[config.mk]
export PLATFORM = sky130hd
export DESIGN_NAME = qrs_div
export DESIGN_NICKNAME = d
export VERILOG_FILES = /design/src/hw/rtl/qrs_pkg.sv /design/src/hw/rtl/qrs_div.sv
export SDC_FILE = /design/constraint.sdc
export NUM_CORES = 2
export LEC_CHECK = 0
export BUFFER_PORTS_ARGS = -buffer_cell sky130_fd_sc_hd__buf_4
export CAP_MARGIN = 20
export CELL_PAD_IN_SITES_DETAIL_PLACEMENT = 1
export CELL_PAD_IN_SITES_GLOBAL_PLACEMENT = 1
export CORE_MARGIN = 2
export CORE_UTILIZATION = 40
export DETAILED_ROUTE_END_ITERATION = 7
export GPL_TIMING_DRIVEN = 1
export PLACE_DENSITY = 0.7
export SKIP_CTS_REPAIR_TIMING = 1
export SLEW_MARGIN = 20
export SYNTH_ARGS = -nofsm -noshare
export SYNTH_HDL_FRONTEND = slang
export SYNTH_SLANG_ARGS = --single-unit
[constraint.sdc]
create_clock -name clk -period 15.7 [get_ports clk]
set_input_delay 3.14 -clock clk [delete_from_list [all_inputs] [get_ports clk]]
set_output_delay 3.14 -clock clk [all_outputs]
set_load 0.02 [all_outputs]
[src/hw/rtl/qrs_pkg.sv]
// Shared types and constants of the quadratic root solver.
`timescale 1ns / 1ps

package qrs_pkg;

    // Result status codes.
    localparam logic [1:0] KIND_NONE   = 2'd0;
    localparam logic [1:0] KIND_LINEAR = 2'd1;
    localparam logic [1:0] KIND_TWO    = 2'd2;
    localparam logic [1:0] KIND_DOUBLE = 2'd3;

    // Field widths.
    localparam int COEF_W = 16;
    localparam int ROOT_W = 40;
    localparam int DISC_W = 34;

    // Square root unit: 50-bit radicand, 25-bit root, five stages of five steps.
    localparam int SQ_IN_W     = 50;
    localparam int SQ_ROOT_W   = 25;
    localparam int SQ_REM_W    = 28;
    localparam int SQ_STEPS    = 5;
    localparam int SQ_STAGES   = 5;

    // Divider: 35-bit magnitude over 17-bit magnitude, seven stages of five steps.
    localparam int DV_NUM_W    = 35;
    localparam int DV_DEN_W    = 17;
    localparam int DV_REM_W    = 18;
    localparam int DV_STEPS    = 5;
    localparam int DV_STAGES   = 7;

    // Signed working width of the numerators before division.
    localparam int NUM_S_W     = 36;

    // Per-item context that travels beside the square root.
    typedef struct packed {
        logic [1:0]               kind;
        logic signed [COEF_W-1:0] a;
        logic signed [COEF_W-1:0] b;
        logic signed [COEF_W-1:0] c;
    } ctx_t;

    // Per-item side information that travels beside the first quotient.
    typedef struct packed {
        logic [1:0] kind;
        logic       neg;
    } div_tag_t;

endpackage

[src/hw/rtl/qrs_div.sv]
// Pipelined unsigned restoring divider, several quotient bits per stage.
`timescale 1ns / 1ps

module qrs_div
    import qrs_pkg::*;
#(
    parameter int TAG_W = 1
)
(
    input  logic                clk,
    input  logic                rst_n,
    input  logic                en,
    input  logic                in_valid,
    input  logic [DV_NUM_W-1:0] in_num,
    input  logic [DV_DEN_W-1:0] in_den,
    input  logic [TAG_W-1:0]    in_tag,
    output logic                out_valid,
    output logic [DV_NUM_W-1:0] out_quo,
    output logic [TAG_W-1:0]    out_tag
);

    logic                v_s   [0:DV_STAGES];
    logic [DV_NUM_W-1:0] num_s [0:DV_STAGES];
    logic [DV_NUM_W-1:0] quo_s [0:DV_STAGES];
    logic [DV_REM_W-1:0] rem_s [0:DV_STAGES];
    logic [DV_DEN_W-1:0] den_s [0:DV_STAGES];
    logic [TAG_W-1:0]    tag_s [0:DV_STAGES];

    assign v_s[0]   = in_valid;
    assign num_s[0] = in_num;
    assign quo_s[0] = '0;
    assign rem_s[0] = '0;
    assign den_s[0] = in_den;
    assign tag_s[0] = in_tag;

    for (genvar j = 0; j < DV_STAGES; j++)
    begin : g_stage
        logic                v_reg;
        logic [DV_NUM_W-1:0] num_reg, num_next;
        logic [DV_NUM_W-1:0] quo_reg, quo_next;
        logic [DV_REM_W-1:0] rem_reg, rem_next;
        logic [DV_DEN_W-1:0] den_reg;
        logic [TAG_W-1:0]    tag_reg;

        // Shift in one dividend bit, subtract the divisor where it fits.
        always_comb
        begin
            num_next = num_s[j];
            quo_next = quo_s[j];
            rem_next = rem_s[j];
            for (int k = 0; k < DV_STEPS; k++)
            begin
                rem_next = {rem_next[DV_REM_W-2:0], num_next[DV_NUM_W-1]};
                num_next = {num_next[DV_NUM_W-2:0], 1'b0};
                if (rem_next >= {1'b0, den_s[j]})
                begin
                    rem_next = rem_next - {1'b0, den_s[j]};
                    quo_next = {quo_next[DV_NUM_W-2:0], 1'b1};
                end
                else
                begin
                    quo_next = {quo_next[DV_NUM_W-2:0], 1'b0};
                end
            end
        end

        always_ff @(posedge clk or negedge rst_n)
        begin
            if (!rst_n)
            begin
                v_reg <= 1'b0;
            end
            else if (en)
            begin
                v_reg <= v_s[j];
            end
        end

        always_ff @(posedge clk)
        begin
            if (en)
            begin
                num_reg <= num_next;
                quo_reg <= quo_next;
                rem_reg <= rem_next;
                den_reg <= den_s[j];
                tag_reg <= tag_s[j];
            end
        end

        assign v_s[j+1]   = v_reg;
        assign num_s[j+1] = num_reg;
        assign quo_s[j+1] = quo_reg;
        assign rem_s[j+1] = rem_reg;
        assign den_s[j+1] = den_reg;
        assign tag_s[j+1] = tag_reg;
    end

    assign out_valid = v_s[DV_STAGES];
    assign out_quo   = quo_s[DV_STAGES];
    assign out_tag   = tag_s[DV_STAGES];

endmodule

==> results.sh <==
export IMPL_min_period_ns=14.66
export IMPL_status="finished, final reports clean"
export IMPL_ys_types=101
export IMPL_synth_compound_area_share_pct=21.48
export IMPL_place_gp_congestion=0.9136
export IMPL_cp_num_buf_inv=7
export IMPL_die_area_um2=122000
export IMPL_syn_area_per_cell_um2=9.138
export IMPL_final_setup_tns_ns=0
export IMPL_drv_cap=0
export IMPL_hold_slack_ns=0.4123
export IMPL_yosysMostFrequentCell="ha_1"
export IMPL_final_nets=6022
export IMPL_yosysSeqAreaShare_pct=29.09
export IMPL_worstPathMaxFanout=25
export IMPL_io_buffer_count=93
export IMPL_netlist_instances=5217
export IMPL_synth_top_area_cell="edfxtp_1"
export IMPL_post_dp_hpwl_um=119100
export IMPL_synth_area_um2=47670
export IMPL_async_flop_share_pct=1.512
export IMPL_setup_violations=0
export IMPL_htreeDepth=2
export IMPL_ios=94
export IMPL_synth_mux_area_share_pct=6.732
export IMPL_clk_latency_ns=0.66
export IMPL_ys_flop_type="edfxtp_1"
export IMPL_pre_cts_ws_ns=0.09861
export IMPL_slowest_delay_ns=0.53
export IMPL_vias=40510
export IMPL_grt_antenna_before_repair=0
export IMPL_synth_fp_nets=5887
export IMPL_dr_pass1_iters=6
export IMPL_crit_required_ns=16.10
export IMPL_rsz0062_at_grt="no"
export IMPL_synth_seq_cells=463
export IMPL_cts_buffers=56
export IMPL_cts_tree="built"
export IMPL_hold_viol_final=0
export IMPL_start_util_pct=40.37
export IMPL_synth_top_family_by_area="compound AO/OA/AOI/OAI gates"
export IMPL_fmax_mhz=68.22
export IMPL_yosys_top_cells_count="ha_1, edfxtp_1, a21oi_1"
export IMPL_die_w_um=349.2
export IMPL_drive_above_1_share_pct=10.53
export IMPL_grt_max_degree=148
export IMPL_coreArea_um2=118100
export IMPL_path_common_cell="a21oi_1"
export IMPL_rr_worst_depth=57
export IMPL_cp_top_family="compound AO/OA/AOI/OAI gates"
export IMPL_ys_warn_count=0
export IMPL_cts_root_buffer="clkbuf_16"
export IMPL_cts_sinks=463
export IMPL_wl_per_cell_um=21.40
export IMPL_cts_buffer_depth=3
export IMPL_ant_nets=0
export IMPL_die_height_um=349.2
export IMPL_dr_wl_met3_um=4425
export IMPL_grt_util_all_layers_pct=23.82
export IMPL_finalMaxSlewViolations=0
export IMPL_layout_setup_ws_ns=1.042
export IMPL_grt_pass1_wl_um=232000
export IMPL_relSlewSlack_pct=28.19
export IMPL_vias_per_cell=5.843
export IMPL_worstSetupPathType="register to register"
export IMPL_top_layer_used="met4"
export IMPL_wirelength_um=148400
export IMPL_critPathCaptureType="register"
export IMPL_startpoint_type="register"
export IMPL_synth_top_area_share_pct=28.72
export IMPL_synthXorXnorAreaFrac_pct=7.349
export IMPL_fin_crit_sh_pct=93.37
export IMPL_synth_edf_count=456
export IMPL_overflow=0
export IMPL_fp_row_count=126
export IMPL_critPathSlowestCell="edfxtp_1"
export IMPL_synth_fa_ha_area_share_pct=16.61
export IMPL_drt_initial_drc_count=2180
export IMPL_grt_pass1_vias=40890
export IMPL_hp_class="register to register"
export IMPL_netlist_top_cells_area="edfxtp_1, ha_1, xnor2_1, mux2_2, a21oi_1"
export IMPL_synth_simple_gate_area_share_pct=14.69
export IMPL_skew_ns=0.02839
export IMPL_cp_arrival_ns=15.06
export IMPL_drcViolationCount=0
export IMPL_clk_pin_slew_worst_paths_ns=0.06
export IMPL_critical_path_depth=57
export IMPL_holdPathStages=0
export IMPL_area_growth_pct=10.03
export IMPL_route_met2_wl_um=71160
export IMPL_m1WireLength_um=69670
export IMPL_tightest_slew_ns=1.077
==> cell usage in the layout, fill, tap and decap left out, types with 21 or more instances in the layout <==
cell,synthesis,layout
a211o_1,27,27
a211oi_1,56,55
a21boi_0,44,44
a21o_1,159,157
a21oi_1,401,400
a221o_1,48,48
a31oi_1,51,51
and2_1,38,36
and3_1,55,53
and4_1,21,21
buf_4,3,162
clkbuf_16,0,56
edfxtp_1,456,456
fa_1,33,33
ha_1,580,580
inv_1,388,386
mux2_2,197,197
mux2i_1,90,90
nand2_1,352,352
nand2b_1,61,61
nand3_1,85,85
nand4_1,78,78
nor2_1,377,376
nor2b_1,95,95
nor3_1,103,103
nor4_1,22,22
o211ai_1,39,39
o21a_1,86,86
o21ai_0,306,298
o21bai_1,54,54
o221ai_1,29,29
o31ai_1,33,29
or2_2,34,33
or3_1,50,50
xnor2_1,277,277
xor2_1,123,123
==> kinds of logic (layout without fill, tap and decap cells) <==
logic type,after synthesis,after routing
multiplexers,293,293
other,0,1
flip-flops,463,463
AND/OR/NAND/NOR,1425,1425
adder cells (fa/ha/maj),613,613
AO/OA/AOI/OAI,1527,1529
XOR/XNOR,400,400
buffers and inverters,496,673
==> cell type report <==
class                      instances  area (um2)
antenna                            1       2.502
clock buffer                      60        1416
clock inverter                    42       402.9
fill                           13670       65630
inverter                         405        1531
multi-input combinational       4260       32030
sequential                       463       13870
tap                             1536        1922
timing repair buffer             165        1271
timing repair inverter             1       5.005
==> layer usage <==
metal / vias to the layer above / GRT usage, %
li1: 19860 / -
met1: 19860 / 31.95
met2: 614 / 41.42
met3: 180 / 1.959
met4: 0 / 5.524
met5: - / 0
==> worst reg2reg max path, delay by kind of cell, from the launching register on <==
| kind | cells | cell delay [ns] |
|---|---|---|
| fa+ha+maj | 6 | 2.16 |
| flops | 1 | 0.53 |
| buf+inv | 7 | 1.27 |
| compound gates | 30 | 7.32 |
| simple gates | 12 | 2.29 |
| mux | 2 | 0.80 |
==> stage by stage <==
stage               utilization (%)  cell area (um2)  std cells
finish                        44.42            52450       6933
global route                  44.42            52450       6932
CTS                           44.20            52190       6916
detailed placement            42.65            50370       6814
global placement              42.65            50370       6814
floorplan                         -            47670       5217
==> worst paths after layout <==
check	startpoint	slack [ns]	endpoint
min in group asynchronous	rst_n	2.30	g_stage[5].v_reg
worst max register to register	g_stage[1].den_reg[0]	1.04	g_stage[2].rem_reg[5]
worst min register to register	g_stage[3].quo_reg[0]	0.41	g_stage[4].quo_reg[5]
max in group asynchronous	rst_n	13.27	g_stage[4].v_reg
worst max-delay path	g_stage[1].den_reg[0]	1.04	g_stage[2].rem_reg[5]
worst min-delay path	g_stage[3].quo_reg[0]	0.41	g_stage[4].quo_reg[5]
Power is not shown: default switching activity piles up to over one toggle a cycle in this logic, so the estimate is an artifact.
