## src/hw/rtl/qrs_pkg.sv

```systemverilog
// Shared types and constants of the quadratic root solver.
`timescale 1ns / 1ps

package qrs_pkg;

    // Result status codes.
    localparam logic [1:0] KIND_NONE   = 2'd0;
    localparam logic [1:0] KIND_LINEAR = 2'd1;
    localparam logic [1:0] KIND_TWO    = 2'd2;
    localparam logic [1:0] KIND_DOUBLE = 2'd3;

    // Field widths.
    localparam int COEF_W = 16;
    localparam int ROOT_W = 40;
    localparam int DISC_W = 34;

    // Square root unit: 50-bit radicand, 25-bit root, five stages of five steps.
    localparam int SQ_IN_W     = 50;
    localparam int SQ_ROOT_W   = 25;
    localparam int SQ_REM_W    = 28;
    localparam int SQ_STEPS    = 5;
    localparam int SQ_STAGES   = 5;

    // Divider: 35-bit magnitude over 17-bit magnitude, seven stages of five steps.
    localparam int DV_NUM_W    = 35;
    localparam int DV_DEN_W    = 17;
    localparam int DV_REM_W    = 18;
    localparam int DV_STEPS    = 5;
    localparam int DV_STAGES   = 7;

    // Signed working width of the numerators before division.
    localparam int NUM_S_W     = 36;

    // Per-item context that travels beside the square root.
    typedef struct packed {
        logic [1:0]               kind;
        logic signed [COEF_W-1:0] a;
        logic signed [COEF_W-1:0] b;
        logic signed [COEF_W-1:0] c;
    } ctx_t;

    // Per-item side information that travels beside the first quotient.
    typedef struct packed {
        logic [1:0] kind;
        logic       neg;
    } div_tag_t;

endpackage

```

## src/hw/rtl/qrs_front.sv

```systemverilog
// Front end: coefficient products, discriminant and case selection.
`timescale 1ns / 1ps

module qrs_front
    import qrs_pkg::*;
(
    input  logic                     clk,
    input  logic                     rst_n,
    input  logic                     en,
    input  logic                     in_valid,
    input  logic signed [COEF_W-1:0] a,
    input  logic signed [COEF_W-1:0] b,
    input  logic signed [COEF_W-1:0] c,
    output logic                     out_valid,
    output ctx_t                     out_ctx,
    output logic [SQ_IN_W-1:0]       out_x
);

    logic                     v1_reg;
    logic signed [COEF_W-1:0] a1_reg, b1_reg, c1_reg;
    logic signed [31:0]       bb_reg, ac_reg;
    logic signed [31:0]       bb_next, ac_next;

    logic                     v2_reg;
    ctx_t                     ctx_reg, ctx_next;
    logic [SQ_IN_W-1:0]       x_reg, x_next;
    logic signed [DISC_W-1:0] disc;

    // Both products are formed in the first stage.
    assign bb_next = b * b;
    assign ac_next = a * c;

    always_ff @(posedge clk or negedge rst_n)
    begin
        if (!rst_n)
        begin
            v1_reg <= 1'b0;
            v2_reg <= 1'b0;
        end
        else if (en)
        begin
            v1_reg <= in_valid;
            v2_reg <= v1_reg;
        end
    end

    always_ff @(posedge clk)
    begin
        if (en)
        begin
            a1_reg  <= a;
            b1_reg  <= b;
            c1_reg  <= c;
            bb_reg  <= bb_next;
            ac_reg  <= ac_next;
            ctx_reg <= ctx_next;
            x_reg   <= x_next;
        end
    end

    // Discriminant b*b - 4ac, exact in 34 bits.
    assign disc = {{(DISC_W-32){bb_reg[31]}}, bb_reg} - {ac_reg, 2'b00};

    // a == 0 or the sign of disc picks the case; only two distinct roots need a root.
    always_comb
    begin
        ctx_next.a = a1_reg;
        ctx_next.b = b1_reg;
        ctx_next.c = c1_reg;
        x_next     = '0;
        if (a1_reg == '0)
        begin
            ctx_next.kind = (b1_reg != '0) ? KIND_LINEAR : KIND_NONE;
        end
        else if (disc == '0)
        begin
            ctx_next.kind = KIND_DOUBLE;
        end
        else if (!disc[DISC_W-1])
        begin
            ctx_next.kind = KIND_TWO;
            x_next        = {1'b0, disc[DISC_W-2:0], 16'd0};
        end
        else
        begin
            ctx_next.kind = KIND_NONE;
        end
    end

    assign out_valid = v2_reg;
    assign out_ctx   = ctx_reg;
    assign out_x     = x_reg;

endmodule

```

## config.mk

```make
export PLATFORM = sky130hd
export DESIGN_NAME = qrs_front
export DESIGN_NICKNAME = d
export VERILOG_FILES = /design/src/hw/rtl/qrs_pkg.sv /design/src/hw/rtl/qrs_front.sv
export SDC_FILE = /design/constraint.sdc
export NUM_CORES = 2
export LEC_CHECK = 0
export BUFFER_PORTS_ARGS = -buffer_cell sky130_fd_sc_hd__clkbuf_2
export CORE_AREA = 5 5 231 210
export CTS_CLUSTER_DIAMETER = 50
export DETAILED_ROUTE_END_ITERATION = 8
export DIE_AREA = 0 0 236 215
export HOLD_SLACK_MARGIN = 0.15
export PLACE_DENSITY = 0.87
export SYNTH_ARGS = -nofsm -noshare
export SYNTH_HDL_FRONTEND = slang
export SYNTH_SLANG_ARGS = --single-unit
```

## constraint.sdc

```tcl
create_clock -name clk -period 9.8 [get_ports clk]
set_input_delay 2.45 -clock clk [delete_from_list [all_inputs] [get_ports clk]]
set_output_delay 2.45 -clock clk [all_outputs]
set_load 0.005 [all_outputs]
```

==> results.md <==
- The run finished with clean final reports.
- The number of cells on the worst hold path is 0.
- The number of synthesized flops with an enable pin is 192.
- Once detailed placement completed, the half-perimeter wirelength came to 48200 microns.
- The clock network latency to the later pin of the worst-skew pair is 480 ps.
- The global-route wire length before repair is 101000 microns.
- In this run the deepest clock path goes through 2 buffers.
- The count of endpoints failing setup in the final report is 0.
- For the pin with the worst max-slew slack, the measured transition is 1040 ps.
- The sort of element at the start of the critical path is a primary input.
- The sink of the worst hold path is out_ctx[10]$_DFFE_PP_.
- The top flip-flop cell by instance count after synthesis is edfxtp_1.
- Derived from the worst setup path, the maximum achievable clock frequency is 119 MHz.
- The via count normalized by instance count is 5.57.
- The average instance in the mapped netlist occupies 10.2 sq um.
- The data arrival time of the critical path is 8600 ps.
- The worst min-delay path class is reg -> reg.
- The mapped cell area is 27100 sq um.
- TritonCTS created 17 clock buffers.
- The first routing iteration left 1501 violations.
- The setup check on the worst reg-to-reg path leaves a slack of 5110 ps.
- The detail route stage leaves a number of antenna-violating nets equal to 0.
- The kind of end point of the critical path is a flip-flop.
- The critical path starts at b[3].
- For this run, asynchronously set or reset flops after synthesis account for 1.03%.
- The critical register-to-register path startpoint is bb_reg[20]$_DFFE_PP_.
- Of all nets on the critical path, the largest fanout is 15.
- The number of cells traversed by the worst register-to-register path is 11.
- The floorplan step defined a die boundary enclosing 50700 sq um.
- The height of the die is 215 microns.
- The core region area is 46100 sq um.
- Port buffering added 134 buffers.
- Synthesis handed over a netlist of 2664 instances.
- The H-tree was split into 4 levels.
- The TritonCTS clock tree is yes.
- The number of global-route vias before repair is 20866.
- In this run, synthesis produced a sequential element count of 194.
- The classification of the worst setup path is in -> reg.
- The largest net degree at the start of global routing is 116.
- The number of warning messages in the yosys log is 0.
- The worst pin sits at a relative slew slack of 30.7%.
- The buffers inserted during post-CTS setup optimization is 0.
- The final weighted congestion in routability-driven placement is 0.919.
- In this run, distinct cell masters in the synthesized netlist total 72.
- The total of max-cap violations is 0.
- The area growth from synthesis to layout is 6.53%.
- The number of antenna violations at the first check in global routing came to 1.
- Setup repair after global routing left no endpoint under its margin.
- The clock slew seen by the registers of the worst setup and hold paths is 80 ps.
- For this run, the register share of the synthesized area comes to 21.5%.
- After detailed routing, the average wire length per cell comes to 17.7 microns.
- The root cell of the clock tree is clkbuf_16.
- The flip-flop count of the largest register after layout is 50.
- The final layout contains 3500 nets.
- The number of resized instances in the post-cts repair step is 0.
- On the final layout, the worst clock skew is 13.2 ps.
- The number of pins exceeding their max-slew limit in the final report is 0.
- For this design, the sink count on the clock tree is 194.
- The number of remaining DRC errors is 0.
- The total wirelength of the detailed-routed design is 59900 microns.
- The hold violation count in the final report is 0.
- For this design, the CTS-stage hold fixing added 0 buffers.
- Global routing consumed, over all layers together, 24.6% of the routing resources.
- The starting density of the core is 58.8%.
- The data required time of the critical path is 10020 ps.
- The routed design could run at a clock period as short as 8380 ps.
- Once layout is complete, the utilization of the core stands at 62.7%.
- Dividing the final minimum period by the clock period gives 85.5%.
- In this run the critical register-to-register path is captured at out_x[39]$_SDFFCE_PP0P_.
- In the final layout, the share of cells above drive strength 1 is 7.12%.
- The setup TNS after final layout is 0 ps.
- The pre-antenna-repair detailed-routing pass consisted of 6 iterations.
- The die is 236 microns wide.
- The top-level port count is 153.
- Final hold analysis gives a worst-case slack of 424 ps.
- The worst hold path begins at c1_reg[10]$_DFFE_PP_.
- The total number of vias is 18845.
- After global routing the overflow that remains totals 0.
- The number of rows in the core area is 75.
==> per-layer routing <==
layer / global-route usage (%) / routed length [microns]
met4: 9.93 / 2340
met5: 0 / 0
met2: 42.2 / 30200
met3: 3.69 / 4480
met1: 31.7 / 22900
==> final cells by class <==
type | count | area [sq um]
repair buffers | 138 | 709
multi-input cells | 1748 | 18500
fillers | 3521 | 17200
diodes | 1 | 2.50
well taps | 616 | 771
inverters | 654 | 2450
flip-flops and latches | 194 | 5820
clock inverters | 15 | 206
clock buffers | 17 | 425
==> cells in the final DEF (no fill, tap or decap), drive strengths merged, types with 39 or more instances in the layout <==
| master | n |
|---|---|
| and2 | 166 |
| nand2 | 239 |
| a21oi | 81 |
| o21ai | 49 |
| xnor2 | 74 |
| nor2 | 112 |
| edfxtp | 192 |
| a21o | 39 |
| ha | 198 |
| fa | 497 |
| clkbuf | 151 |
| inv | 661 |
==> synthesized netlist by cell type, types with 4 or more instances <==
| cell type | number | area (sq um) |
|---|---|---|
| o31ai_1 | 6 | 45.0 |
| xnor2_1 | 73 | 639 |
| a21o_1 | 39 | 293 |
| a31o_2 | 5 | 43.8 |
| fa_1 | 497 | 9950 |
| nor2_1 | 112 | 420 |
| o211ai_1 | 8 | 60.1 |
| a211o_1 | 4 | 35.0 |
| nor4_1 | 14 | 87.6 |
| nand2b_1 | 16 | 100 |
| and2_1 | 166 | 1040 |
| edfxtp_1 | 192 | 5770 |
| o2111ai_1 | 4 | 35.0 |
| o21ai_0 | 47 | 235 |
| o21bai_1 | 13 | 97.6 |
| nor2b_1 | 10 | 62.6 |
| and3_1 | 23 | 144 |
| nor3b_1 | 5 | 37.5 |
| a21oi_1 | 81 | 405 |
| nand2_1 | 236 | 886 |
| a31oi_1 | 4 | 25.0 |
| a211oi_1 | 15 | 113 |
| ha_1 | 198 | 2480 |
| buf_4 | 20 | 150 |
| inv_1 | 654 | 2450 |
| clkbuf_1 | 62 | 233 |
| xor2_1 | 19 | 166 |
| nand4_1 | 5 | 31.3 |
| mux2i_1 | 4 | 40.0 |
| nand3_1 | 14 | 70.1 |
| or3_1 | 13 | 81.3 |
| a2111oi_0 | 9 | 78.8 |
| o21a_1 | 15 | 113 |
| nor3_1 | 24 | 120 |
==> kinds of logic after synthesis <==
group	share of synthesized area, %
buffers and inverters	10.6
adders and majority gates	45.8
and+or+nand+nor	11.8
AOI/OAI and AO/OA	7.02
DFF	21.5
xor gates and xnor gates	3.03
muxes	0.231
other	0.0138
==> through the flow <==
stage	worst slack [ps]	std cells	instance area, sq um
floorplan	1420	2681	27200
global placement	1180	3350	28200
detailed placement	977	3350	28200
CTS	1470	3382	28900
global route	986	3382	28900
finish	1420	3383	28900
==> worst max-delay path by stage <==
stage | endpoint | slack [ps]
global placement | bb_reg[31]$_DFFE_PP_ | 1180
finish | bb_reg[30]$_DFFE_PP_ | 1420
global route | bb_reg[31]$_DFFE_PP_ | 990
CTS | bb_reg[31]$_DFFE_PP_ | 1470
detailed placement | bb_reg[31]$_DFFE_PP_ | 980
floorplan | bb_reg[31]$_DFFE_PP_ | 1420
==> worst max-delay path: stages <==
cell	delay, ps
clkbuf_2	290
inv_1	270
nor2_1	280
ha_1	300
xor2_1	190
fa_1	460
fa_1	550
inv_1	60
fa_1	520
fa_1	500
inv_1	50
fa_1	470
inv_1	40
ha_1	350
nand3_1	180
or3_1	410
o31ai_1	80
a21oi_1	100
a41oi_1	390
o211ai_1	180
a21oi_1	220
mux2i_1	200
nand2_1	70
Power is left out: the tool's default activity adds up to more than one toggle a clock period on the data nets, which glitch-free logic cannot reach.
